<file path="config.mk">
export PLATFORM = sky130hd
export DESIGN_NAME = rgb_to_gray16_flip_decimate_core
export DESIGN_NICKNAME = d
export VERILOG_FILES = /design/src/design/rtgfd_pkg.sv /design/src/design/rtgfd_regs.sv /design/src/design/rtgfd_front.sv /design/src/design/rtgfd_queue.sv /design/src/design/rtgfd_back.sv /design/src/design/rgb_to_gray16_flip_decimate_core.sv
export SDC_FILE = /design/constraint.sdc
export NUM_CORES = 2
export LEC_CHECK = 0
export BUFFER_PORTS_ARGS = -buffer_cell sky130_fd_sc_hd__buf_2
export CORE_MARGIN = 2
export CORE_UTILIZATION = 39
export CTS_BUF_LIST = sky130_fd_sc_hd__clkbuf_8 sky130_fd_sc_hd__clkbuf_16
export CTS_CLUSTER_SIZE = 25
export DETAILED_ROUTE_END_ITERATION = 8
export GPL_TIMING_DRIVEN = 0
export SETUP_SLACK_MARGIN = 0.05
export SLEW_MARGIN = 0
export SYNTH_ARGS = -nofsm -noshare
export SYNTH_HDL_FRONTEND = slang
export SYNTH_SLANG_ARGS = --single-unit
</file>
<file path="constraint.sdc">
create_clock -name i_clk -period 14.3 [get_ports i_clk]
set_input_delay 2.145 -clock i_clk [delete_from_list [all_inputs] [get_ports i_clk]]
set_output_delay 2.145 -clock i_clk [all_outputs]
set_load 0.02 [all_outputs]
</file>
<file path="src/design/rtgfd_pkg.sv">
`default_nettype none
// ----------------------------------------------------------------------------
// rtgfd_pkg: shared types and constants
// Register codes, payload structs and sizing for the gray converter.
// ----------------------------------------------------------------------------
package rtgfd_pkg;

    localparam int C_MAX_WIDTH  = 4096;
    localparam int C_MAX_HEIGHT = 4096;
    localparam int C_POS_W      = 12;
    localparam int C_COEF_W     = 18;
    localparam int C_CFG_DATA_W = 18;
    localparam int C_Q_DEPTH    = 4;

    // BT.601 luma weights, Q14
    localparam logic signed [C_COEF_W-1:0] C_LUMA_B = 18'sd1868;
    localparam logic signed [C_COEF_W-1:0] C_LUMA_G = 18'sd9617;
    localparam logic signed [C_COEF_W-1:0] C_LUMA_R = 18'sd4899;

    typedef enum logic [2:0] {
        REG_CUSTOM_GRAY = 3'd0,
        REG_COEF_RED    = 3'd1,
        REG_COEF_GREEN  = 3'd2,
        REG_COEF_BLUE   = 3'd3,
        REG_FLIP_MODE   = 3'd4,
        REG_FRAME_W     = 3'd5,
        REG_FRAME_H     = 3'd6,
        REG_FRAME_DIV   = 3'd7
    } t_reg_idx;

    typedef struct packed {
        logic                       custom_gray_enable;
        logic signed [C_COEF_W-1:0] coef_red;
        logic signed [C_COEF_W-1:0] coef_green;
        logic signed [C_COEF_W-1:0] coef_blue;
        logic [1:0]                 flip_mode;
        logic [12:0]                frame_width;
        logic [12:0]                frame_height;
        logic [7:0]                 frame_divider;
    } t_cfg;

    typedef struct packed {
        logic [7:0] blue;
        logic [7:0] green;
        logic [7:0] red;
    } t_pix_in;

    typedef struct packed {
        logic [15:0]        gray_value;
        logic [C_POS_W-1:0] dest_column;
        logic [C_POS_W-1:0] dest_row;
        logic               frame_end;
    } t_pix_out;

    // One queued job: pixel plus its resolved destination
    typedef struct packed {
        t_pix_in            pix;
        logic [C_POS_W-1:0] dest_column;
        logic [C_POS_W-1:0] dest_row;
        logic               frame_end;
    } t_job;

endpackage
`default_nettype wire

</file>
<file path="src/design/rtgfd_regs.sv">
`default_nettype none
// ----------------------------------------------------------------------------
// rtgfd_regs: configuration register bank
// Holds mode, coefficients, flip, frame size and divider.
// ----------------------------------------------------------------------------
module rtgfd_regs (
    input  wire logic                                i_clk,
    input  wire logic                                i_rst_n,
    input  wire logic                                i_cfg_we,
    input  wire logic [2:0]                          i_cfg_idx,
    input  wire logic [rtgfd_pkg::C_CFG_DATA_W-1:0]  i_cfg_data,
    output rtgfd_pkg::t_cfg                          o_cfg
);
    import rtgfd_pkg::*;

    t_cfg     r_cfg;
    t_reg_idx w_idx;

    assign w_idx = t_reg_idx'(i_cfg_idx);
    assign o_cfg = r_cfg;

    always_ff @(posedge i_clk) begin
        if (!i_rst_n) begin
            r_cfg.custom_gray_enable <= 1'b0;
            r_cfg.coef_red           <= 18'sd256;
            r_cfg.coef_green         <= 18'sd256;
            r_cfg.coef_blue          <= 18'sd256;
            r_cfg.flip_mode          <= 2'd0;
            r_cfg.frame_width        <= 13'd640;
            r_cfg.frame_height       <= 13'd480;
            r_cfg.frame_divider      <= 8'd1;
        end else if (i_cfg_we) begin
            unique case (w_idx)
                REG_CUSTOM_GRAY: r_cfg.custom_gray_enable <= i_cfg_data[0];
                REG_COEF_RED:    r_cfg.coef_red           <= $signed(i_cfg_data[17:0]);
                REG_COEF_GREEN:  r_cfg.coef_green         <= $signed(i_cfg_data[17:0]);
                REG_COEF_BLUE:   r_cfg.coef_blue          <= $signed(i_cfg_data[17:0]);
                REG_FLIP_MODE:   r_cfg.flip_mode          <= i_cfg_data[1:0];
                REG_FRAME_W:     r_cfg.frame_width        <= i_cfg_data[12:0];
                REG_FRAME_H:     r_cfg.frame_height       <= i_cfg_data[12:0];
                REG_FRAME_DIV:   r_cfg.frame_divider      <= i_cfg_data[7:0];
                default: ;
            endcase
        end
    end

endmodule
`default_nettype wire

</file>
<file path="src/design/rtgfd_front.sv">
`default_nettype none
// ----------------------------------------------------------------------------
// rtgfd_front: raster position tracking and frame decimation
// Counts columns, rows and frames, applies flips and drops skipped frames.
// ----------------------------------------------------------------------------
module rtgfd_front (
    input  wire logic               i_clk,
    input  wire logic               i_rst_n,
    input  wire rtgfd_pkg::t_cfg    i_cfg,
    input  wire logic               i_valid,
    output logic                    o_stall,
    input  wire rtgfd_pkg::t_pix_in i_pix,
    input  wire logic               i_q_full,
    output logic                    o_push,
    output rtgfd_pkg::t_job         o_job
);
    import rtgfd_pkg::*;

    logic [C_POS_W-1:0] r_col, n_col;
    logic [C_POS_W-1:0] r_row, n_row;
    logic [7:0]         r_phase, n_phase;

    logic [C_POS_W-1:0] w_wm1, w_hm1;
    logic [C_POS_W-1:0] w_dcol, w_drow;
    logic               w_accept, w_emit, w_row_last, w_frame_last;

    // Clamp size to 1..MAX and take the last index
    assign w_wm1 = (i_cfg.frame_width == 13'd0) ? '0 :
                   (i_cfg.frame_width > 13'(C_MAX_WIDTH)) ? C_POS_W'(C_MAX_WIDTH - 1) :
                   C_POS_W'(i_cfg.frame_width - 13'd1);
    assign w_hm1 = (i_cfg.frame_height == 13'd0) ? '0 :
                   (i_cfg.frame_height > 13'(C_MAX_HEIGHT)) ? C_POS_W'(C_MAX_HEIGHT - 1) :
                   C_POS_W'(i_cfg.frame_height - 13'd1);

    assign o_stall      = i_q_full;
    assign w_accept     = i_valid && !i_q_full;
    assign w_emit       = ({1'b0, r_phase} + 9'd1) >= {1'b0, i_cfg.frame_divider};
    assign w_row_last   = r_col >= w_wm1;
    assign w_frame_last = w_row_last && (r_row >= w_hm1);

    // Past the last index a mirrored position pins to zero
    assign w_dcol = !i_cfg.flip_mode[0] ? r_col : (r_col <= w_wm1) ? w_wm1 - r_col : '0;
    assign w_drow = !i_cfg.flip_mode[1] ? r_row : (r_row <= w_hm1) ? w_hm1 - r_row : '0;

    assign o_push            = w_accept && w_emit;
    assign o_job.pix         = i_pix;
    assign o_job.dest_column = w_dcol;
    assign o_job.dest_row    = w_drow;
    assign o_job.frame_end   = w_frame_last;

    always_comb begin
        n_col   = r_col;
        n_row   = r_row;
        n_phase = r_phase;
        if (w_accept) begin
            if (w_frame_last) begin
                n_col   = '0;
                n_row   = '0;
                n_phase = w_emit ? 8'd0 : r_phase + 8'd1;
            end else if (w_row_last) begin
                n_col = '0;
                n_row = r_row + 1'b1;
            end else begin
                n_col = r_col + 1'b1;
            end
        end
    end

    always_ff @(posedge i_clk) begin
        if (!i_rst_n) begin
            r_col   <= '0;
            r_row   <= '0;
            r_phase <= '0;
        end else begin
            r_col   <= n_col;
            r_row   <= n_row;
            r_phase <= n_phase;
        end
    end

`ifndef SYNTH
    a_frame_wrap: assert property (@(posedge i_clk) disable iff (!i_rst_n)
        w_accept && w_frame_last |=> r_col == '0 && r_row == '0)
        else $error("position not cleared after frame end");
    a_col_step: assert property (@(posedge i_clk) disable iff (!i_rst_n)
        w_accept && !w_row_last |=> r_col == $past(r_col) + 1'b1 && $stable(r_row))
        else $error("column did not advance");
    a_idle_hold: assert property (@(posedge i_clk) disable iff (!i_rst_n)
        !w_accept |=> $stable(r_col) && $stable(r_row) && $stable(r_phase))
        else $error("counters moved without an item");
    a_push_emit: assert property (@(posedge i_clk) disable iff (!i_rst_n)
        o_push |-> w_accept && w_emit)
        else $error("push outside an emitted frame");
`endif

endmodule
`default_nettype wire

</file>
<file path="src/design/rtgfd_queue.sv">
`default_nettype none
// ----------------------------------------------------------------------------
// rtgfd_queue: short job queue
// Decouples position tracking from the gray arithmetic.
// ----------------------------------------------------------------------------
module rtgfd_queue (
    input  wire logic            i_clk,
    input  wire logic            i_rst_n,
    input  wire logic            i_push,
    input  wire rtgfd_pkg::t_job i_job,
    output logic                 o_full,
    output logic                 o_valid,
    input  wire logic            i_pop,
    output rtgfd_pkg::t_job      o_job
);
    import rtgfd_pkg::*;

    localparam int C_AW = $clog2(C_Q_DEPTH);
    localparam int C_CW = $clog2(C_Q_DEPTH + 1);

    t_job            r_mem [C_Q_DEPTH];
    logic [C_AW-1:0] r_wr, r_rd;
    logic [C_CW-1:0] r_count;
    logic            w_push, w_pop;

    assign o_full  = r_count == C_CW'(C_Q_DEPTH);
    assign o_valid = r_count != '0;
    assign o_job   = r_mem[r_rd];
    assign w_push  = i_push && !o_full;
    assign w_pop   = i_pop && o_valid;

    always_ff @(posedge i_clk) begin
        if (w_push) begin
            r_mem[r_wr] <= i_job;
        end
    end

    always_ff @(posedge i_clk) begin
        if (!i_rst_n) begin
            r_wr    <= '0;
            r_rd    <= '0;
            r_count <= '0;
        end else begin
            if (w_push) begin
                r_wr <= r_wr + 1'b1;
            end
            if (w_pop) begin
                r_rd <= r_rd + 1'b1;
            end
            r_count <= r_count + C_CW'(w_push) - C_CW'(w_pop);
        end
    end

`ifndef SYNTH
    a_no_overflow: assert property (@(posedge i_clk) disable iff (!i_rst_n)
        r_count <= C_CW'(C_Q_DEPTH))
        else $error("queue count beyond depth");
    a_ptr_gap: assert property (@(posedge i_clk) disable iff (!i_rst_n)
        C_AW'(r_wr - r_rd) == C_AW'(r_count))
        else $error("pointers disagree with count");
    a_count_step: assert property (@(posedge i_clk) disable iff (!i_rst_n)
        w_push && !w_pop |=> r_count == $past(r_count) + 1'b1)
        else $error("push lost");
`endif

endmodule
`default_nettype wire

</file>
<file path="src/design/rtgfd_back.sv">
`default_nettype none
// ----------------------------------------------------------------------------
// rtgfd_back: gray arithmetic pipeline
// Weighted products in stage one; sum, then round and shift (luma) or shift and clamp (custom) into the output.
// ----------------------------------------------------------------------------
module rtgfd_back (
    input  wire logic            i_clk,
    input  wire logic            i_rst_n,
    input  wire rtgfd_pkg::t_cfg i_cfg,
    input  wire logic            i_q_valid,
    input  wire rtgfd_pkg::t_job i_job,
    output logic                 o_pop,
    output logic                 o_valid,
    input  wire logic            i_stall,
    output rtgfd_pkg::t_pix_out  o_pix
);
    import rtgfd_pkg::*;

    logic                       r_v1, r_v2;
    logic signed [26:0]         r_pb, r_pg, r_pr;
    logic [C_POS_W-1:0]         r_col1, r_row1;
    logic                       r_fe1;
    t_pix_out                   r_out;

    logic                       w_adv2, w_adv1;
    logic signed [C_COEF_W-1:0] w_kb, w_kg, w_kr;
    logic signed [26:0]         n_pb, n_pg, n_pr;
    logic signed [28:0]         w_sum, w_rnd;
    logic [15:0]                n_gray;

    assign w_adv2 = !r_v2 || !i_stall;
    assign w_adv1 = !r_v1 || w_adv2;
    assign o_pop  = i_q_valid && w_adv1;

    assign w_kb = i_cfg.custom_gray_enable ? i_cfg.coef_blue  : C_LUMA_B;
    assign w_kg = i_cfg.custom_gray_enable ? i_cfg.coef_green : C_LUMA_G;
    assign w_kr = i_cfg.custom_gray_enable ? i_cfg.coef_red   : C_LUMA_R;

    assign n_pb = $signed({1'b0, i_job.pix.blue})  * w_kb;
    assign n_pg = $signed({1'b0, i_job.pix.green}) * w_kg;
    assign n_pr = $signed({1'b0, i_job.pix.red})   * w_kr;

    assign w_sum = 29'(r_pb) + 29'(r_pg) + 29'(r_pr);
    assign w_rnd = w_sum + 29'sd8192;

    always_comb begin
        if (!i_cfg.custom_gray_enable) begin
            n_gray = {w_rnd[21:14], 8'h00};
        end else if (w_sum[28]) begin
            n_gray = 16'h0000;
        end else if (w_sum[27:24] != 4'd0) begin
            n_gray = 16'hFFFF;
        end else begin
            n_gray = w_sum[23:8];
        end
    end

    // Payload stages
    always_ff @(posedge i_clk) begin
        if (w_adv1) begin
            r_pb   <= n_pb;
            r_pg   <= n_pg;
            r_pr   <= n_pr;
            r_col1 <= i_job.dest_column;
            r_row1 <= i_job.dest_row;
            r_fe1  <= i_job.frame_end;
        end
        if (w_adv2) begin
            r_out.gray_value  <= n_gray;
            r_out.dest_column <= r_col1;
            r_out.dest_row    <= r_row1;
            r_out.frame_end   <= r_fe1;
        end
    end

    always_ff @(posedge i_clk) begin
        if (!i_rst_n) begin
            r_v1 <= 1'b0;
            r_v2 <= 1'b0;
        end else begin
            if (w_adv1) begin
                r_v1 <= i_q_valid;
            end
            if (w_adv2) begin
                r_v2 <= r_v1;
            end
        end
    end

    assign o_valid = r_v2;
    assign o_pix   = r_out;

`ifndef SYNTH
    a_hold_out: assert property (@(posedge i_clk) disable iff (!i_rst_n)
        r_v2 && i_stall |=> r_v2 && $stable(r_out))
        else $error("stalled result changed");
    a_stage_fwd: assert property (@(posedge i_clk) disable iff (!i_rst_n)
        r_v1 && w_adv2 |=> r_v2)
        else $error("stage one item lost");
    a_pop_space: assert property (@(posedge i_clk) disable iff (!i_rst_n)
        o_pop |=> r_v1)
        else $error("popped job not held");
`endif

endmodule
`default_nettype wire

</file>
<file path="src/design/rgb_to_gray16_flip_decimate_core.sv">
`default_nettype none
// ----------------------------------------------------------------------------
// rgb_to_gray16_flip_decimate_core: BGR pixel stream to 16-bit gray
// Converts raster pixels to gray with flip positions and frame decimation.
// ----------------------------------------------------------------------------
// Usage:
//   Input channel i_valid/o_stall/i_pix carries one BGR pixel per item in
//   raster order. Output channel o_valid/i_stall/o_pix carries one gray item
//   with destination column, row and frame-end mark. Pixels of skipped frames
//   produce nothing.
//   Throughput is one pixel per cycle while o_stall is low, set by the counter
//   update in the front and the two-stage arithmetic pipeline in the back.
//   An accepted pixel passes the queue, the product stage and the output stage.
//   A four-entry queue separates the two parts; o_stall rises only when it
//   is full, so a stalled receiver holds its item while up to five more
//   pixels (one in the product stage, four in the queue) are still taken in.
//   Reset (synchronous, active low) restores the register defaults, clears
//   the position and frame counters and empties the queue and pipeline.
//   The user is to write registers through i_cfg_we/i_cfg_idx/i_cfg_data
//   only while idle; the block itself does not enforce this.
// ----------------------------------------------------------------------------
module rgb_to_gray16_flip_decimate_core (
    input  wire logic                               i_clk,
    input  wire logic                               i_rst_n,
    input  wire logic                               i_valid,
    output logic                                    o_stall,
    input  wire rtgfd_pkg::t_pix_in                 i_pix,
    output logic                                    o_valid,
    input  wire logic                               i_stall,
    output rtgfd_pkg::t_pix_out                     o_pix,
    input  wire logic                               i_cfg_we,
    input  wire logic [2:0]                         i_cfg_idx,
    input  wire logic [rtgfd_pkg::C_CFG_DATA_W-1:0] i_cfg_data
);
    import rtgfd_pkg::*;

    t_cfg w_cfg;
    t_job w_push_job, w_head_job;
    logic w_push, w_full, w_q_valid, w_pop;

    rtgfd_regs u_regs (
        .i_clk      (i_clk),
        .i_rst_n    (i_rst_n),
        .i_cfg_we   (i_cfg_we),
        .i_cfg_idx  (i_cfg_idx),
        .i_cfg_data (i_cfg_data),
        .o_cfg      (w_cfg)
    );

    rtgfd_front u_front (
        .i_clk    (i_clk),
        .i_rst_n  (i_rst_n),
        .i_cfg    (w_cfg),
        .i_valid  (i_valid),
        .o_stall  (o_stall),
        .i_pix    (i_pix),
        .i_q_full (w_full),
        .o_push   (w_push),
        .o_job    (w_push_job)
    );

    rtgfd_queue u_queue (
        .i_clk   (i_clk),
        .i_rst_n (i_rst_n),
        .i_push  (w_push),
        .i_job   (w_push_job),
        .o_full  (w_full),
        .o_valid (w_q_valid),
        .i_pop   (w_pop),
        .o_job   (w_head_job)
    );

    rtgfd_back u_back (
        .i_clk     (i_clk),
        .i_rst_n   (i_rst_n),
        .i_cfg     (w_cfg),
        .i_q_valid (w_q_valid),
        .i_job     (w_head_job),
        .o_pop     (w_pop),
        .o_valid   (o_valid),
        .i_stall   (i_stall),
        .o_pix     (o_pix)
    );

endmodule
`default_nettype wire

</file>
==> impl_results.md <==
- Final worst slack: 6.18 ns
- Vert. Die Dim: 310 um
- DRC: 0
- Slew Limit Fails: 0
- Vias: 25,000
- Nets: 4,352
- GR Util met1: 27.2%
- Yosys reg bits: 477
- Row count: 112
- Most frequent cells after synthesis: inv_1 (563), nand2_1 (399), fa_1 (371)
- Dominant cells by area after synthesis: edfxtp_1 (28%), fa_1 (20%), ha_1 (8.1%)
- Post-DP HPWL: 72,300 um
- GR Util All Layers: 19.6%
- Placed cells: 4,894
- Chip Width: 310 um
- Fin crit share: 56.8%
- Max Clk Rate: 0.123 GHz
- CTS Hold Bufs: 0
- Buffers added on ports: 88
- Filler cells: 9,051
- Largest net degree at the start of global routing: 66
- Yosys warnings: 0
- Latest clock arrival within the worst-skew pair: 0.67 ns
- Final count of hold timing violations: 0
- DR iter-0 viols: 1,881
- CP delay by family, top: compound AO/OA/AOI/OAI gates
- Synthesis-to-finish area growth: 10.6%
- Met2 GRT Util: 32.7%
- First-pass GRT wire length: 145,000 um
- Crit-path slowest cell: o21ai_1
- Vias in the first global route: 25,400
- RSZ-0062 raised after global routing: no
- Final WL: 92,000 um
- Multi-input gate area: 0.0210 mm^2
- Post-synthesis cell type count: 83
- Number of max-cap violations: 0
- Predominant post-synthesis flop cell: edfxtp_1
- Initial core utilization: 39.2%
- Top-area cell type share of the netlist area: 28.2%
- Hold Path Class: reg2reg
- Die Area: 0.0959 mm^2
- Worst EP arrival: 8.47 ns
- Post-route setup TNS: 0 ns
- Core ar.: 0.0930 mm^2
- Non-Filler Instances: 4,997
- Post-synthesis sequential area ratio: 35.6%
- Depth of the CTS H-tree: 2
- Status: completed
- Setup crit end kind: flop
- Layout cell share with drive strength beyond 1: 7.46%
- # IOs: 93
- CP Cell Sequence: buf_2, clkbuf_1, buf_2, mux2i_1, nand2_1, o21ai_1, clkbuf_1, nor2_1, fa_1, fa_1, fa_1, inv_1, fa_1, inv_1, ha_1, a21oi_1, nor2b_1, a311oi_1, o21ai_1, a41oi_1, nor2b_1, o21a_1, o41a_1, xor2_1
- Mean Syn Cell Area: 10.3 um^2
- Initial antenna violation count: 9
- Crit Path Class: reg2reg
- Syn_nets: 4,206
- Worst Path Required: 14.64 ns
- Startpoint Class: flop
- Clock transition at path regs: 0.06 ns
- Final setup violation count: 0
- Final ANT Viol Nets: 0
- Most Crowded Layer GR: met2
- DP Worst Slack: 6.18 ns
- Final Critical Period: 8.12 ns
- Met3 usage: 2.34%
- CP max FO: 10
- Clock Path Buffers: 3
- Post-cts resize count: 0
- Layout Skew: 0.0764 ns
- FF/Latch Area: 0.0130 mm^2
- Via density: 5.01
- Bufs and invs on worst path: 6
- CTS root buf: clkbuf_16
- End-of-flow core utilization: 43.3%
- Routability congestion estimate: 0.879
- Area leader, netlist: edfxtp_1
- Max-slew headroom: 11.7%
- GR Overflow Total: 0
- Most frequent cell after synthesis: inv_1
- Asr flop ratio synth: 0%
- Largest stage delay on the critical path: 0.65 ns
- CTS buffer count: 54
- Cell count after synthesis: 3,550
- Slew @ Worst Pin: 1.32 ns
- EDFF count, synth: 343
- Routed WL per cell: 18.4 um
- Clk sink count: 477
- CTS tree: built
- Setup bufs post-CTS: 0
- DRT Pass-1 Iters: 5
- CP dominant cell by count: fa_1
- Synth Cell Area: 0.0365 mm^2
final timing paths:
path	from	end	slack, ns	cells past startpoint
min	u_back.r_col1[10]$_DFFE_PN_	u_back.o_pix[23]$_DFFE_PP_	0.40	0
max	flop	u_back.r_pb[25]$_DFFE_PN_	6.18	24
min reg2reg	u_back.r_col1[10]$_DFFE_PN_	u_back.o_pix[23]$_DFFE_PP_	0.40	0
max reg2reg	flop	u_back.r_pb[25]$_DFFE_PN_	6.18	24
cells by family after synthesis:
group | synth area share [%]
buffers and inverters | 6.91
adders and majority gates | 28.5
DFF | 35.6
and+or+nand+nor | 13.9
muxes | 3.17
AOI/OAI and AO/OA | 8.04
xor gates and xnor gates | 3.89
layer usage:
| layer | wire length (um) | vias to the layer above |
|---|---|---|
| met2 | 43100 | 545 |
| met5 | 55 | - |
| met1 | 42500 | 12300 |
| met3 | 4330 | 112 |
| met4 | 2070 | 10 |
| li1 | - | 12000 |
final cells by class:
cell class              count  share of cell area, %
diodes                      1                0.00621
plain buffers             103                   1.01
clock buffers              59                   3.52
clock inverters            43                  0.900
inverters                 563                   5.24
multi-input cells        2407                   52.0
flip-flops and latches    477                   32.2
well taps                1254                   3.89
repair buffers             90                   1.21
state kept, by name, summed over array words and instances, names as in the netlist, 27 cells and up, named ones only:
register / cells
u_back.o_pix: 41
u_back.r_pb: 27
u_back.r_pg: 27
u_back.r_pr: 27
u_queue.r_mem: 196
u_regs.o_cfg: 91
worst register-to-register path: stages, from the launching register on:
cell and delay (ns):
dfxtp_1 0.30, buf_2 0.33, clkbuf_1 0.59, buf_2 0.48, mux2i_1 0.23, nand2_1 0.06, o21ai_1 0.65, clkbuf_1 0.45
nor2_1 0.13, fa_1 0.53, fa_1 0.47, fa_1 0.51, inv_1 0.05, fa_1 0.47, inv_1 0.04, ha_1 0.33
a21oi_1 0.35, nor2b_1 0.08, a311oi_1 0.57, o21ai_1 0.14, a41oi_1 0.28, nor2b_1 0.09, o21a_1 0.20, o41a_1 0.32
xor2_1 0.16
stage by stage:
stage	hold slack [ns]	cell area, um^2
2_1_floorplan	0.400	36500
4_1_cts	0.401	40300
3_5_place_dp	0.405	38500
6_report	0.404	40300
3_3_place_gp	0.404	38500
5_1_grt	0.426	40300
cell usage in the layout, fill, tap and decap left out, types with 51 or more instances in the layout:
cell type and n:
a21boi_0 81, inv_1 572, nand2_1 398, clkbuf_1 82
nor2_1 355, clkbuf_16 54, a21oi_1 80, buf_2 98
edfxtp_1 343, nand3_1 128, o21ai_0 74, ha_1 235
dfxtp_1 134, xor2_1 51, nor2b_1 51, fa_1 371
xnor2_1 111
Power is left out: the tool's default activity adds up to more than one toggle a clock period on the data nets, which glitch-free logic cannot reach.
